**src/rtl/rational_accumulator_alu_top_macros.svh**
```systemverilog
// Assertion macros shared by the rational accumulator RTL.
// Each macro expects signals named clk and rst_n in the scope that uses it.
`ifndef RATIONAL_ACCUMULATOR_ALU_TOP_MACROS_SVH
`define RATIONAL_ACCUMULATOR_ALU_TOP_MACROS_SVH

// The consequent must hold in the same cycle as the antecedent.
`define RAA_ASSERT_IMP(label, ante, cons, msg) \
  label: assert property (@(posedge clk) disable iff (!rst_n) (ante) |-> (cons)) \
    else $error(msg);

// The consequent must hold in the cycle after the antecedent.
`define RAA_ASSERT_NXT(label, ante, cons, msg) \
  label: assert property (@(posedge clk) disable iff (!rst_n) (ante) |=> (cons)) \
    else $error(msg);

`endif

```
**src/rtl/raa_pkg.sv**
```systemverilog
// Shared types, opcodes and command codes for the rational accumulator.
// No dependencies; every RTL module imports this package.
`timescale 1ns / 1ps

package raa_pkg;

  localparam int WORD_BITS  = 32;
  localparam int FIELD_BITS = 32;
  localparam int SHIFT_BITS = $clog2(WORD_BITS);
  localparam int COUNT_BITS = $clog2(WORD_BITS + 1);

  typedef logic [2:0] opcode_t;

  localparam opcode_t OP_READ   = 3'd0;
  localparam opcode_t OP_ADD    = 3'd1;
  localparam opcode_t OP_SUB    = 3'd2;
  localparam opcode_t OP_MUL    = 3'd3;
  localparam opcode_t OP_DIV    = 3'd4;
  localparam opcode_t OP_REDUCE = 3'd5;
  localparam opcode_t OP_LOAD   = 3'd6;

  typedef logic signed [WORD_BITS-1:0]  word_t;
  typedef logic        [WORD_BITS-1:0]  uword_t;
  typedef logic signed [FIELD_BITS-1:0] field_t;

  // Multiplier operand pairs.
  typedef logic [1:0] mul_sel_t;
  localparam mul_sel_t MS_AN_OD = 2'd0;
  localparam mul_sel_t MS_AD_ON = 2'd1;
  localparam mul_sel_t MS_AD_OD = 2'd2;
  localparam mul_sel_t MS_AN_ON = 2'd3;

  // Source of the holding register.
  typedef logic [1:0] hold_src_t;
  localparam hold_src_t HS_PROD = 2'd0;
  localparam hold_src_t HS_SUM  = 2'd1;
  localparam hold_src_t HS_DIFF = 2'd2;

  // Accumulator update.
  typedef logic [1:0] commit_t;
  localparam commit_t CM_NONE  = 2'd0;
  localparam commit_t CM_ARITH = 2'd1;
  localparam commit_t CM_LOAD  = 2'd2;
  localparam commit_t CM_QUO   = 2'd3;

  typedef struct packed {
    opcode_t opcode;
    field_t  operand_numerator;
    field_t  operand_denominator;
  } item_t;

  typedef struct packed {
    field_t result_numerator;
    field_t result_denominator;
    logic   operand_replaced;
  } result_t;

  typedef struct packed {
    logic      capture;
    logic      gcd_start;
    logic      div_start;
    logic      mul_en;
    mul_sel_t  mul_sel;
    logic      hold_en;
    hold_src_t hold_src;
    commit_t   commit;
    logic      out_load;
  } dp_cmd_t;

  typedef struct packed {
    opcode_t op;
    logic    gcd_done;
    logic    div_done;
    logic    g_zero;
  } dp_sts_t;

endpackage

```
**src/rtl/raa_datapath.sv**
```systemverilog
// Datapath of the rational accumulator: operand capture, shared multiplier,
// binary gcd unit, two restoring dividers and the output register. Uses raa_pkg.
`timescale 1ns / 1ps

module raa_datapath (
  input  logic            clk,
  input  logic            rst_n,
  input  raa_pkg::item_t  in_data,
  input  raa_pkg::dp_cmd_t cmd,
  output raa_pkg::dp_sts_t sts,
  output raa_pkg::result_t out_data
);

  import raa_pkg::*;

  typedef struct packed {
    uword_t rem;
    uword_t quo;
  } div_pair_t;

  // One restoring division step: shift in the next dividend bit, subtract if it fits.
  function automatic div_pair_t div_step(div_pair_t cur, uword_t d);
    logic [WORD_BITS:0] trial;
    div_pair_t          res;
    trial = {cur.rem, cur.quo[WORD_BITS-1]};
    if (trial >= {1'b0, d}) begin
      res.rem = trial[WORD_BITS-1:0] - d;
      res.quo = {cur.quo[WORD_BITS-2:0], 1'b1};
    end else begin
      res.rem = trial[WORD_BITS-1:0];
      res.quo = {cur.quo[WORD_BITS-2:0], 1'b0};
    end
    return res;
  endfunction

  // Accumulator and captured operand.
  word_t   acc_n_r, acc_n_nxt;
  word_t   acc_d_r, acc_d_nxt;
  opcode_t op_r, op_nxt;
  word_t   on_r, on_nxt;
  word_t   od_r, od_nxt;
  logic    rep_r, rep_nxt;

  // Multiplier and holding register.
  uword_t mul_a, mul_b;
  uword_t mul_full;
  word_t  prod_r, prod_nxt;
  word_t  t_r, t_nxt;

  // Gcd unit.
  logic                  gcd_busy_r, gcd_busy_nxt;
  logic                  gcd_done_r, gcd_done_nxt;
  uword_t                ga_r, ga_nxt;
  uword_t                gb_r, gb_nxt;
  logic [SHIFT_BITS-1:0] gk_r, gk_nxt;
  uword_t                g_r, g_nxt;

  // Dividers.
  logic                  div_busy_r, div_busy_nxt;
  logic                  div_done_r, div_done_nxt;
  logic [COUNT_BITS-1:0] dcnt_r, dcnt_nxt;
  div_pair_t             dn_r, dn_nxt;
  div_pair_t             dd_r, dd_nxt;
  logic                  nneg_r, nneg_nxt;
  logic                  dneg_r, dneg_nxt;

  result_t out_data_r, out_data_nxt;

  word_t  cap_on, cap_od;
  logic   cap_uses, cap_rep;
  uword_t mag_n, mag_d;
  word_t  quo_n, quo_d;

  assign mag_n = acc_n_r[WORD_BITS-1] ? uword_t'(-acc_n_r) : uword_t'(acc_n_r);
  assign mag_d = acc_d_r[WORD_BITS-1] ? uword_t'(-acc_d_r) : uword_t'(acc_d_r);
  assign quo_n = nneg_r ? word_t'(-dn_r.quo) : word_t'(dn_r.quo);
  assign quo_d = dneg_r ? word_t'(-dd_r.quo) : word_t'(dd_r.quo);

  // Operand capture with zero replacement.
  always_comb begin
    cap_on   = word_t'(in_data.operand_numerator);
    cap_od   = word_t'(in_data.operand_denominator);
    cap_uses = (in_data.opcode == OP_ADD) || (in_data.opcode == OP_SUB) ||
               (in_data.opcode == OP_MUL) || (in_data.opcode == OP_DIV) ||
               (in_data.opcode == OP_LOAD);
    cap_rep  = cap_uses && ((cap_od == '0) || ((in_data.opcode == OP_DIV) && (cap_on == '0)));
    op_nxt   = op_r;
    on_nxt   = on_r;
    od_nxt   = od_r;
    rep_nxt  = rep_r;
    if (cmd.capture) begin
      op_nxt  = in_data.opcode;
      on_nxt  = cap_rep ? word_t'(1) : cap_on;
      od_nxt  = cap_rep ? word_t'(1) : cap_od;
      rep_nxt = cap_rep;
    end
  end

  // Shared multiplier; only the low word of the product is kept.
  always_comb begin
    case (cmd.mul_sel)
      MS_AN_OD: begin mul_a = acc_n_r; mul_b = od_r; end
      MS_AD_ON: begin mul_a = acc_d_r; mul_b = on_r; end
      MS_AD_OD: begin mul_a = acc_d_r; mul_b = od_r; end
      default:  begin mul_a = acc_n_r; mul_b = on_r; end
    endcase
    mul_full = mul_a * mul_b;
    prod_nxt = cmd.mul_en ? word_t'(mul_full) : prod_r;
    t_nxt    = t_r;
    if (cmd.hold_en) begin
      case (cmd.hold_src)
        HS_SUM:  t_nxt = t_r + prod_r;
        HS_DIFF: t_nxt = t_r - prod_r;
        default: t_nxt = prod_r;
      endcase
    end
  end

  // Binary gcd on the magnitudes; factors of two common to both are counted in gk.
  always_comb begin
    gcd_busy_nxt = gcd_busy_r;
    gcd_done_nxt = 1'b0;
    ga_nxt       = ga_r;
    gb_nxt       = gb_r;
    gk_nxt       = gk_r;
    g_nxt        = g_r;
    if (cmd.gcd_start) begin
      gcd_busy_nxt = 1'b1;
      ga_nxt       = mag_n;
      gb_nxt       = mag_d;
      gk_nxt       = '0;
    end else if (gcd_busy_r) begin
      if (ga_r == '0) begin
        g_nxt        = gb_r << gk_r;
        gcd_busy_nxt = 1'b0;
        gcd_done_nxt = 1'b1;
      end else if (gb_r == '0) begin
        g_nxt        = ga_r << gk_r;
        gcd_busy_nxt = 1'b0;
        gcd_done_nxt = 1'b1;
      end else if (!ga_r[0] && !gb_r[0]) begin
        ga_nxt = ga_r >> 1;
        gb_nxt = gb_r >> 1;
        gk_nxt = gk_r + 1'b1;
      end else if (!ga_r[0]) begin
        ga_nxt = ga_r >> 1;
      end else if (!gb_r[0]) begin
        gb_nxt = gb_r >> 1;
      end else if (ga_r >= gb_r) begin
        ga_nxt = ga_r - gb_r;
      end else begin
        gb_nxt = gb_r - ga_r;
      end
    end
  end

  // Both parts are divided by the gcd in parallel, one quotient bit per cycle.
  always_comb begin
    div_busy_nxt = div_busy_r;
    div_done_nxt = 1'b0;
    dcnt_nxt     = dcnt_r;
    dn_nxt       = dn_r;
    dd_nxt       = dd_r;
    nneg_nxt     = nneg_r;
    dneg_nxt     = dneg_r;
    if (cmd.div_start) begin
      div_busy_nxt = 1'b1;
      dcnt_nxt     = COUNT_BITS'(WORD_BITS);
      dn_nxt.rem   = '0;
      dn_nxt.quo   = mag_n;
      dd_nxt.rem   = '0;
      dd_nxt.quo   = mag_d;
      nneg_nxt     = acc_n_r[WORD_BITS-1];
      dneg_nxt     = acc_d_r[WORD_BITS-1];
    end else if (div_busy_r) begin
      dn_nxt   = div_step(dn_r, g_r);
      dd_nxt   = div_step(dd_r, g_r);
      dcnt_nxt = dcnt_r - 1'b1;
      if (dcnt_r == COUNT_BITS'(1)) begin
        div_busy_nxt = 1'b0;
        div_done_nxt = 1'b1;
      end
    end
  end

  always_comb begin
    acc_n_nxt = acc_n_r;
    acc_d_nxt = acc_d_r;
    case (cmd.commit)
      CM_ARITH: begin acc_n_nxt = t_r;   acc_d_nxt = prod_r; end
      CM_LOAD:  begin acc_n_nxt = on_r;  acc_d_nxt = od_r;   end
      CM_QUO:   begin acc_n_nxt = quo_n; acc_d_nxt = quo_d;  end
      default:  ;
    endcase
    out_data_nxt = out_data_r;
    if (cmd.out_load) begin
      out_data_nxt.result_numerator   = field_t'(acc_n_r);
      out_data_nxt.result_denominator = field_t'(acc_d_r);
      out_data_nxt.operand_replaced   = rep_r;
    end
  end

  always_ff @(posedge clk) begin
    if (!rst_n) begin
      acc_n_r    <= '0;
      acc_d_r    <= word_t'(1);
      gcd_busy_r <= 1'b0;
      gcd_done_r <= 1'b0;
      div_busy_r <= 1'b0;
      div_done_r <= 1'b0;
    end else begin
      acc_n_r    <= acc_n_nxt;
      acc_d_r    <= acc_d_nxt;
      gcd_busy_r <= gcd_busy_nxt;
      gcd_done_r <= gcd_done_nxt;
      div_busy_r <= div_busy_nxt;
      div_done_r <= div_done_nxt;
    end
  end

  always_ff @(posedge clk) begin
    op_r       <= op_nxt;
    on_r       <= on_nxt;
    od_r       <= od_nxt;
    rep_r      <= rep_nxt;
    prod_r     <= prod_nxt;
    t_r        <= t_nxt;
    ga_r       <= ga_nxt;
    gb_r       <= gb_nxt;
    gk_r       <= gk_nxt;
    g_r        <= g_nxt;
    dcnt_r     <= dcnt_nxt;
    dn_r       <= dn_nxt;
    dd_r       <= dd_nxt;
    nneg_r     <= nneg_nxt;
    dneg_r     <= dneg_nxt;
    out_data_r <= out_data_nxt;
  end

  assign sts.op       = op_r;
  assign sts.gcd_done = gcd_done_r;
  assign sts.div_done = div_done_r;
  assign sts.g_zero   = (g_r == '0);
  assign out_data     = out_data_r;

endmodule

```
**src/rtl/raa_ctrl.sv**
```systemverilog
// Controller of the rational accumulator: sequences the datapath per opcode
// and owns both handshakes. Uses raa_pkg and the shared assertion macros.
`timescale 1ns / 1ps
`include "rational_accumulator_alu_top_macros.svh"

module raa_ctrl (
  input  logic              clk,
  input  logic              rst_n,
  input  logic              in_valid,
  output logic              in_stall,
  input  raa_pkg::opcode_t  in_opcode,
  output logic              out_valid,
  input  logic              out_stall,
  output raa_pkg::dp_cmd_t  cmd,
  input  raa_pkg::dp_sts_t  sts
);

  import raa_pkg::*;

  localparam logic [2:0] S_IDLE   = 3'd0;
  localparam logic [2:0] S_MUL1   = 3'd1;
  localparam logic [2:0] S_MUL2   = 3'd2;
  localparam logic [2:0] S_MUL3   = 3'd3;
  localparam logic [2:0] S_COMMIT = 3'd4;
  localparam logic [2:0] S_GCD    = 3'd5;
  localparam logic [2:0] S_DIV    = 3'd6;
  localparam logic [2:0] S_RESULT = 3'd7;

  logic [2:0] state_r, state_nxt;
  logic       out_valid_r, out_valid_nxt;
  logic       accept;
  logic       slot_free;

  assign in_stall  = (state_r != S_IDLE);
  assign accept    = in_valid && !in_stall;
  assign slot_free = !out_valid_r || !out_stall;

  always_comb begin
    cmd       = '0;
    state_nxt = state_r;
    unique case (state_r)
      S_IDLE: begin
        if (accept) begin
          cmd.capture = 1'b1;
          unique case (in_opcode) inside
            OP_ADD, OP_SUB, OP_MUL, OP_DIV: state_nxt = S_MUL1;
            OP_LOAD:                        state_nxt = S_COMMIT;
            OP_REDUCE: begin
              cmd.gcd_start = 1'b1;
              state_nxt     = S_GCD;
            end
            default:                        state_nxt = S_RESULT;
          endcase
        end
      end
      S_MUL1: begin
        cmd.mul_en  = 1'b1;
        cmd.mul_sel = (sts.op == OP_MUL) ? MS_AN_ON : MS_AN_OD;
        state_nxt   = S_MUL2;
      end
      S_MUL2: begin
        cmd.hold_en  = 1'b1;
        cmd.hold_src = HS_PROD;
        cmd.mul_en   = 1'b1;
        cmd.mul_sel  = (sts.op == OP_MUL) ? MS_AD_OD : MS_AD_ON;
        state_nxt    = ((sts.op == OP_ADD) || (sts.op == OP_SUB)) ? S_MUL3 : S_COMMIT;
      end
      S_MUL3: begin
        cmd.hold_en  = 1'b1;
        cmd.hold_src = (sts.op == OP_SUB) ? HS_DIFF : HS_SUM;
        cmd.mul_en   = 1'b1;
        cmd.mul_sel  = MS_AD_OD;
        state_nxt    = S_COMMIT;
      end
      S_COMMIT: begin
        cmd.commit = (sts.op == OP_LOAD) ? CM_LOAD : CM_ARITH;
        state_nxt  = S_RESULT;
      end
      S_GCD: begin
        if (sts.gcd_done) begin
          if (sts.g_zero) begin
            state_nxt = S_RESULT;
          end else begin
            cmd.div_start = 1'b1;
            state_nxt     = S_DIV;
          end
        end
      end
      S_DIV: begin
        if (sts.div_done) begin
          cmd.commit = CM_QUO;
          state_nxt  = S_RESULT;
        end
      end
      S_RESULT: begin
        if (slot_free) begin
          cmd.out_load = 1'b1;
          state_nxt    = S_IDLE;
        end
      end
      default: state_nxt = S_IDLE;
    endcase
  end

  always_comb begin
    out_valid_nxt = out_valid_r;
    if (cmd.out_load) begin
      out_valid_nxt = 1'b1;
    end else if (out_valid_r && !out_stall) begin
      out_valid_nxt = 1'b0;
    end
  end

  always_ff @(posedge clk) begin
    if (!rst_n) begin
      state_r     <= S_IDLE;
      out_valid_r <= 1'b0;
    end else begin
      state_r     <= state_nxt;
      out_valid_r <= out_valid_nxt;
    end
  end

  assign out_valid = out_valid_r;

  `RAA_ASSERT_IMP(a_out_load_free, cmd.out_load, !out_valid_r || !out_stall, "result loaded over a waiting word")
  `RAA_ASSERT_IMP(a_gcd_done_state, sts.gcd_done, state_r == S_GCD, "gcd finished outside its wait state")
  `RAA_ASSERT_IMP(a_div_done_state, sts.div_done, state_r == S_DIV, "divider finished outside its wait state")
  `RAA_ASSERT_NXT(a_accept_busy, accept, state_r != S_IDLE, "accepted word did not start work")

endmodule

```
**src/rtl/rational_accumulator_alu_top.sv**
```systemverilog
// Top level of the rational accumulator: controller plus datapath.
// Depends on raa_pkg, raa_ctrl and raa_datapath.
//
//   channel | direction | word type | handshake
//   in_     | input     | item_t    | in_valid / in_stall
//   out_    | output    | result_t  | out_valid / out_stall
//
// Read goes straight to the result step; load commits the captured operand; multiply and
// divide pass through the MUL1 and MUL2 steps, add and subtract also through MUL3, before
// the commit. Reduce runs a binary gcd, in which every subtraction is followed by a shift
// that drops a bit, and then, unless the gcd is zero, a one-bit-per-cycle restoring divide
// of both parts by the gcd; the gcd loop and the divider set how long a reduce takes.
// One word is in work at a time; a new word is taken once the previous result sits in
// the output register, even while that result is still stalled.
// Reset is synchronous and active low; it sets the accumulator to 0/1 and empties the
// output register.
`timescale 1ns / 1ps

module rational_accumulator_alu_top (
  input  logic             clk,
  input  logic             rst_n,
  input  logic             in_valid,
  output logic             in_stall,
  input  raa_pkg::item_t   in_data,
  output logic             out_valid,
  input  logic             out_stall,
  output raa_pkg::result_t out_data
);

  import raa_pkg::*;

  // Commands flow from the controller to the datapath; status flows back.
  dp_cmd_t cmd;
  dp_sts_t sts;

  // The controller decides the step sequence from the incoming opcode at accept time
  // and from the captured opcode afterwards.
  raa_ctrl u_ctrl (
    .clk       (clk),
    .rst_n     (rst_n),
    .in_valid  (in_valid),
    .in_stall  (in_stall),
    .in_opcode (in_data.opcode),
    .out_valid (out_valid),
    .out_stall (out_stall),
    .cmd       (cmd),
    .sts       (sts)
  );

  // The datapath holds the accumulator, the shared multiplier, the gcd unit, the
  // dividers and the output register.
  raa_datapath u_datapath (
    .clk      (clk),
    .rst_n    (rst_n),
    .in_data  (in_data),
    .cmd      (cmd),
    .sts      (sts),
    .out_data (out_data)
  );

endmodule
```
**config.mk**
```make
export PLATFORM = sky130hd
export DESIGN_NAME = rational_accumulator_alu_top
export DESIGN_NICKNAME = d
export VERILOG_FILES = /design/src/rtl/raa_pkg.sv /design/src/rtl/raa_datapath.sv /design/src/rtl/raa_ctrl.sv /design/src/rtl/rational_accumulator_alu_top.sv
export VERILOG_INCLUDE_DIRS = /design/src /design/src/rtl
export SDC_FILE = /design/constraint.sdc
export NUM_CORES = 2
export LEC_CHECK = 0
export BUFFER_PORTS_ARGS = -buffer_cell sky130_fd_sc_hd__buf_2
export CORE_MARGIN = 5
export CORE_UTILIZATION = 65
export DETAILED_ROUTE_END_ITERATION = 10
export GPL_TIMING_DRIVEN = 0
export PLACE_DENSITY = 0.81
export SYNTH_ARGS = -nofsm -noshare
export SYNTH_HDL_FRONTEND = slang
export SYNTH_SLANG_ARGS = --single-unit
```
**constraint.sdc**
```tcl
create_clock -name clk -period 13.1 [get_ports clk]
set_input_delay 3.93 -clock clk [delete_from_list [all_inputs] [get_ports clk]]
set_output_delay 3.93 -clock clk [all_outputs]
set_load 0.05 [all_outputs]
```
# Word level (Yosys, flattened, before mapping)
# Cells that the tools add are included.
# totals
ff_bits	506
out_inout_bits	67
word_cells	200
# classes
addsub	12
n_mul	1
magnitude_cmp	3
eq_ne	34
shift	2
mux	69
bitwise_logic	6
n_reduce_logical	43
# op_table
cell	count
$mux 32	28
$pmux 32 s3	2
$logic_not 32->1	5
$sub 32x32->32	5
$mux 64	2
$neg 32->32	4
$ge 33x32->1	2
$pmux 32 s2	1
$shl 32x5->32	2
$add 32x32->32	1
$ge 32x32->1	1
$mul 32x32->32	1
$eq 3x3->1 const B	8
$pmux 3 s8	1
$mux 1	19
$eq 3x2->1 const B	6
$pmux 3 s3	2
$mux 3	5
$mux 2	7
$ne 4x4->1 const B	3
$reduce_and 4->1	3
$reduce_and 5->1	2
$eq 3x1->1 const B	3
$reduce_bool 3->1	3
20 further kinds	54

# Logic depth before layout (Yosys ltp)
# depth
word_depth	9
ltp_mapped	36
ltp_nobuf	32

# Modules after synthesis
# From an unflattened synthesis, not the netlist that was laid out.
# unflattened
hier_cells	5377
area_unflattened_um2	49822.8
# by_module_without_submodules
module	n_inst	cells_per_inst	area_each_um2	seq_area_each_um2
raa_datapath	1	5303	49344.8	13643.1
raa_ctrl	1	74	478.0	80.1

# Worst setup path after synthesis
# No wires, ideal clock.
# synth_path
path_type	register to register
startpoint	reg u_ctrl.state_r[1]
endpoint	reg u_datapath.prod_r[31], data pin
setup_ns	0.260
t_arrival_ns	9.085
required_time_ns	12.840
setup_slack_ns	3.755
path_stages_with_launch	33
n_path_buf	6
period_less_slack_ns	9.345
path_cell_list	dfxtp_1 nor2b_1 buf_2 buf_2 buf_4 buf_2 buf_1 clkbuf_1 mux2_2 nand2_1 fa_1 inv_1 fa_1 inv_1 fa_1 fa_1 inv_1 fa_1 inv_1 fa_1 fa_1 inv_1 fa_1 xor2_1 xnor2_1 xnor2_1 xnor2_1 xnor2_1 xnor2_1 xnor2_1 xnor3_1 xnor2_1 xnor2_1
# synth_between
elab_chain_len	6
word_cells_on_any_way	12
cone_classes	1 x mul; 5 x eq/ne; 3 x mux; 3 x reduce/logical
# synth_lines
item	line	source
from (decl)	raa_ctrl.sv:29	logic [2:0] state_r, state_nxt;
from (signal assigned)	raa_ctrl.sv:119	state_r <= state_nxt;
$eq 3x2->1 / $eq 3x1->1 (equally long branches)	raa_ctrl.sv:41	unique case (state_r)
$pmux 3 s3 *	raa_ctrl.sv:41	
$eq 2x1->1, or another cell as far along	raa_datapath.sv:101	case (cmd.mul_sel)
$reduce_or 2->1 (no source line)	-	
$mux 32	raa_datapath.sv:101	
$mul 32x32->32 *	raa_datapath.sv:107	mul_full = mul_a * mul_b;
via u_datapath.mul_full[31]	raa_datapath.sv:46	uword_t mul_full;
to (signal assigned)	raa_datapath.sv:226	prod_r <= prod_nxt;
to (decl)	raa_datapath.sv:47	word_t prod_r, prod_nxt;
# The timed path passes the listed nets; every way through them passes the cells marked *.
# A chain may end at the register's enable or synchronous reset.

# Worst setup path after layout
# Ends and elaborated chain as after synthesis.

==> reports/results.ini <==
[critical_path]
end_kind=flop
critPathKind=reg -> reg
r2r_start=u_ctrl.state_r[1]
critical_path_buf_inv_count=12
reg2reg_setup_slack_ns=1.32
reg2reg_depth=33
slowest_delay_ns=0.77
cp.depth=33
crit_fanout=10
cp_common_cell=fa_1
cpLargestDelayFamily=adder cells
start_kind=flop
worst_ep_arrival_time_ns=12.15
slowest_stage=clkbuf_1
critical_path_required_ns=13.47
r2r-end=u_datapath.prod_r[31]

[routing]
drt-initial-drc-count=6301
wirelength_microns=186000
vias_per_cell=6.70
drtAntennaViolNets=0
drcViolationCount=0
wl_per_cell_microns=28.0
vias=44700
first_pass_iters=8

[cts]
htreeDepth=2
cts_buffers=57
cts_buffer_depth=3
ctsHoldBuffers=0
clk_pin_slew_ns=0.07
clkLatencyLatePin_ns=0.67
cts_setup_buffers=0
cts.sinks=506
cts_tree=yes
cts_root_buf=clkbuf_16
cts_repair_resize_count=0

[floorplan]
dieArea_sq_um=81300
ios=138
fp-row-count=100
die_h_microns=285
coreArea_sq_um=74700
initial_core_util=0.658
die_w_microns=285

[synth]
synth_edf_count=359
yosysSeqAreaShare=0.279
ys_warn_count=0
ys_types=87
syn_nets=6216
synthArstFlopShare=0
ys.flop_type=edfxtp_1
synth_seq_cells=506
syn-cell-area_sq_um=49200
syn_area_per_cell_sq_um=9.04
synth_cells=5442

[sta]
min_period_over_period=0.899
totalNegativeSetupSlack_ns=0
hold_ws_ns=0.468
rsz0062_at_grt=no
tightestPinTransition_ns=1.57
fin_crit_ns=11.78
max_freq_mhz=84.9
relSlewSlack=-0.0597
hold_violations=0
final_max_slew_viol_count=17
skew_ns=0.0532
finalSetupViolCount=0

[global_routing]
grt_pass1_vias=43500
grt_use_total=0.449
grt_start_max_net_pins=66
grt.overflow.total=0
grt_pass1_wl_microns=274000
antenna_found_initial=8

[final_layout]
n_fill_cell=5894
stdcell_count=6670
seqCellArea_sq_um=13700
nets=6422
multiInputGateArea_sq_um=32300
drive_gt1_frac=0.0730
synthToLayoutAreaGrowth_pct=8.61

[placed_design]
io_buffers=136
place_congestion=1.10
dpl.hpwl_microns=149000
place_inst=6558

[run]
drv_cap=3

[worst_hold_path]
holdPathStages=0
hold_class=reg -> reg
holdCritStartpoint=u_datapath.acc_n_r[10]
min_delay_worst_endpoint=u_datapath.out_data[43]

[run_status]
status=finished, violations left
violations=capacitance limit, slew limit

## metal layers
layer / global-route usage / vias to the layer above / share of wire
li1: - / 19100 / -
met1: 0.553 / 21200 / 0.34
met2: 0.680 / 3392 / 0.43
met3: 0.128 / 942 / 0.13
met4: 0.321 / 4 / 0.097
met5: 0 / - / 0.00018
## stage by stage
stage,setup WS (ns),util,instance area (sq um)
6_report,1.32,0.715,53400
3_5_place_dp,1.75,0.687,51300
2_1_floorplan,3.75,-,49200
3_3_place_gp,0.957,0.684,51100
5_1_grt,1.21,0.715,53400
4_1_cts,1.70,0.715,53400
## registers in the layout, summed over array words and instances, names as in the netlist, 32 cells and up
| signal | cells |
|---|---|
| u_datapath.gb_r | 32 |
| u_datapath.ga_r | 32 |
| u_datapath.on_r | 32 |
| u_datapath.dd_r | 64 |
| u_datapath.g_r | 32 |
| u_datapath.out_data | 65 |
| u_datapath.prod_r | 32 |
| u_datapath.dn_r | 64 |
| u_datapath.acc_d_r | 32 |
| u_datapath.acc_n_r | 32 |
| u_datapath.od_r | 32 |
| u_datapath.t_r | 32 |
## cell usage after synthesis (17+ instances only)
library cell / count / area share
nand3_1: 53 / 0.0054
mux2_2: 64 / 0.015
buf_1: 17 / 0.0013
o211ai_1: 17 / 0.0026
o31ai_1: 51 / 0.0078
nor2_1: 594 / 0.045
edfxtp_1: 359 / 0.22
a21o_1: 88 / 0.013
nand2_1: 460 / 0.035
nor3_1: 48 / 0.0049
inv_1: 562 / 0.043
dfxtp_1: 147 / 0.060
nor4_1: 55 / 0.0070
clkbuf_1: 253 / 0.019
o21a_1: 28 / 0.0043
nor2b_1: 35 / 0.0045
ha_1: 290 / 0.074
o21ai_0: 339 / 0.034
a221oi_1: 118 / 0.021
xnor2_1: 223 / 0.040
and2_1: 76 / 0.0097
o21bai_1: 29 / 0.0044
a211oi_1: 30 / 0.0046
or3_1: 25 / 0.0032
or2_2: 45 / 0.0057
or4_1: 25 / 0.0038
a21oi_1: 394 / 0.040
mux2i_1: 138 / 0.028
xor2_1: 146 / 0.026
nand2b_1: 73 / 0.0093
nand4_1: 36 / 0.0046
fa_1: 413 / 0.17
## worst max path at each step
stage | slack, ns | startpoint | end
after floorplan | 3.75 | u_ctrl.state_r[1] | u_datapath.prod_r[31]
after global placement | 0.96 | u_ctrl.state_r[1] | u_datapath.prod_r[31]
after detailed placement | 1.75 | u_ctrl.state_r[1] | u_datapath.prod_r[31]
after CTS | 1.70 | u_ctrl.state_r[1] | u_datapath.prod_r[31]
after global routing | 1.21 | u_ctrl.state_r[1] | u_datapath.prod_r[31]
final | 1.32 | u_ctrl.state_r[1] | u_datapath.prod_r[31]
## worst reg2reg max path: cells and delay by family (launching register included)
kind,cells,cell delay (ns)
XOR/XNOR,1,0.23
multiplexers,1,0.64
adder cells (fa/ha/maj),9,4.40
AO/OA/AOI/OAI,6,2.24
AND/OR/NAND/NOR,4,0.83
buffers and inverters,12,2.72
flip-flops,1,0.44
## cell usage in the layout, fill, tap and decap left out, types with 28 or more instances in the layout
cell and count:
nor2_1 593, inv_1 561, nand2_1 459, fa_1 413, a21oi_1 393, edfxtp_1 359
o21ai_0 338, ha_1 290, clkbuf_1 259, xnor2_1 223, dfxtp_1 147, xor2_1 146
buf_2 145, mux2i_1 131, a221oi_1 118, a21o_1 88, and2_1 76, nand2b_1 73
mux2_2 64, clkbuf_16 60, nor4_1 55, nand3_1 53, o31ai_1 51, nor3_1 47
or2_2 45, nand4_1 36, nor2b_1 35, a211oi_1 30, o21bai_1 29, o21a_1 28
## layout make-up
cell class / instances / area share
clock inverters: 37 / 0.00960
plain buffers: 284 / 0.0206
multi-input cells: 4087 / 0.605
repair buffers: 147 / 0.0163
well taps: 969 / 0.0227
clock buffers: 70 / 0.0291
diodes: 5 / 0.000234
flip-flops and latches: 506 / 0.257
inverters: 565 / 0.0397
## cell families after synthesis
kind of cell / Yosys count / share of synthesized area
xor+xnor: 370 / 0.0662
compound gates: 1232 / 0.156
mux: 208 / 0.0449
simple gates: 1574 / 0.147
flops: 506 / 0.279
buf+inv: 849 / 0.0654
fa+ha+maj: 703 / 0.242
Power is left out: the tool's default activity adds up to more than one toggle a clock period on the data nets, which glitch-free logic cannot reach.
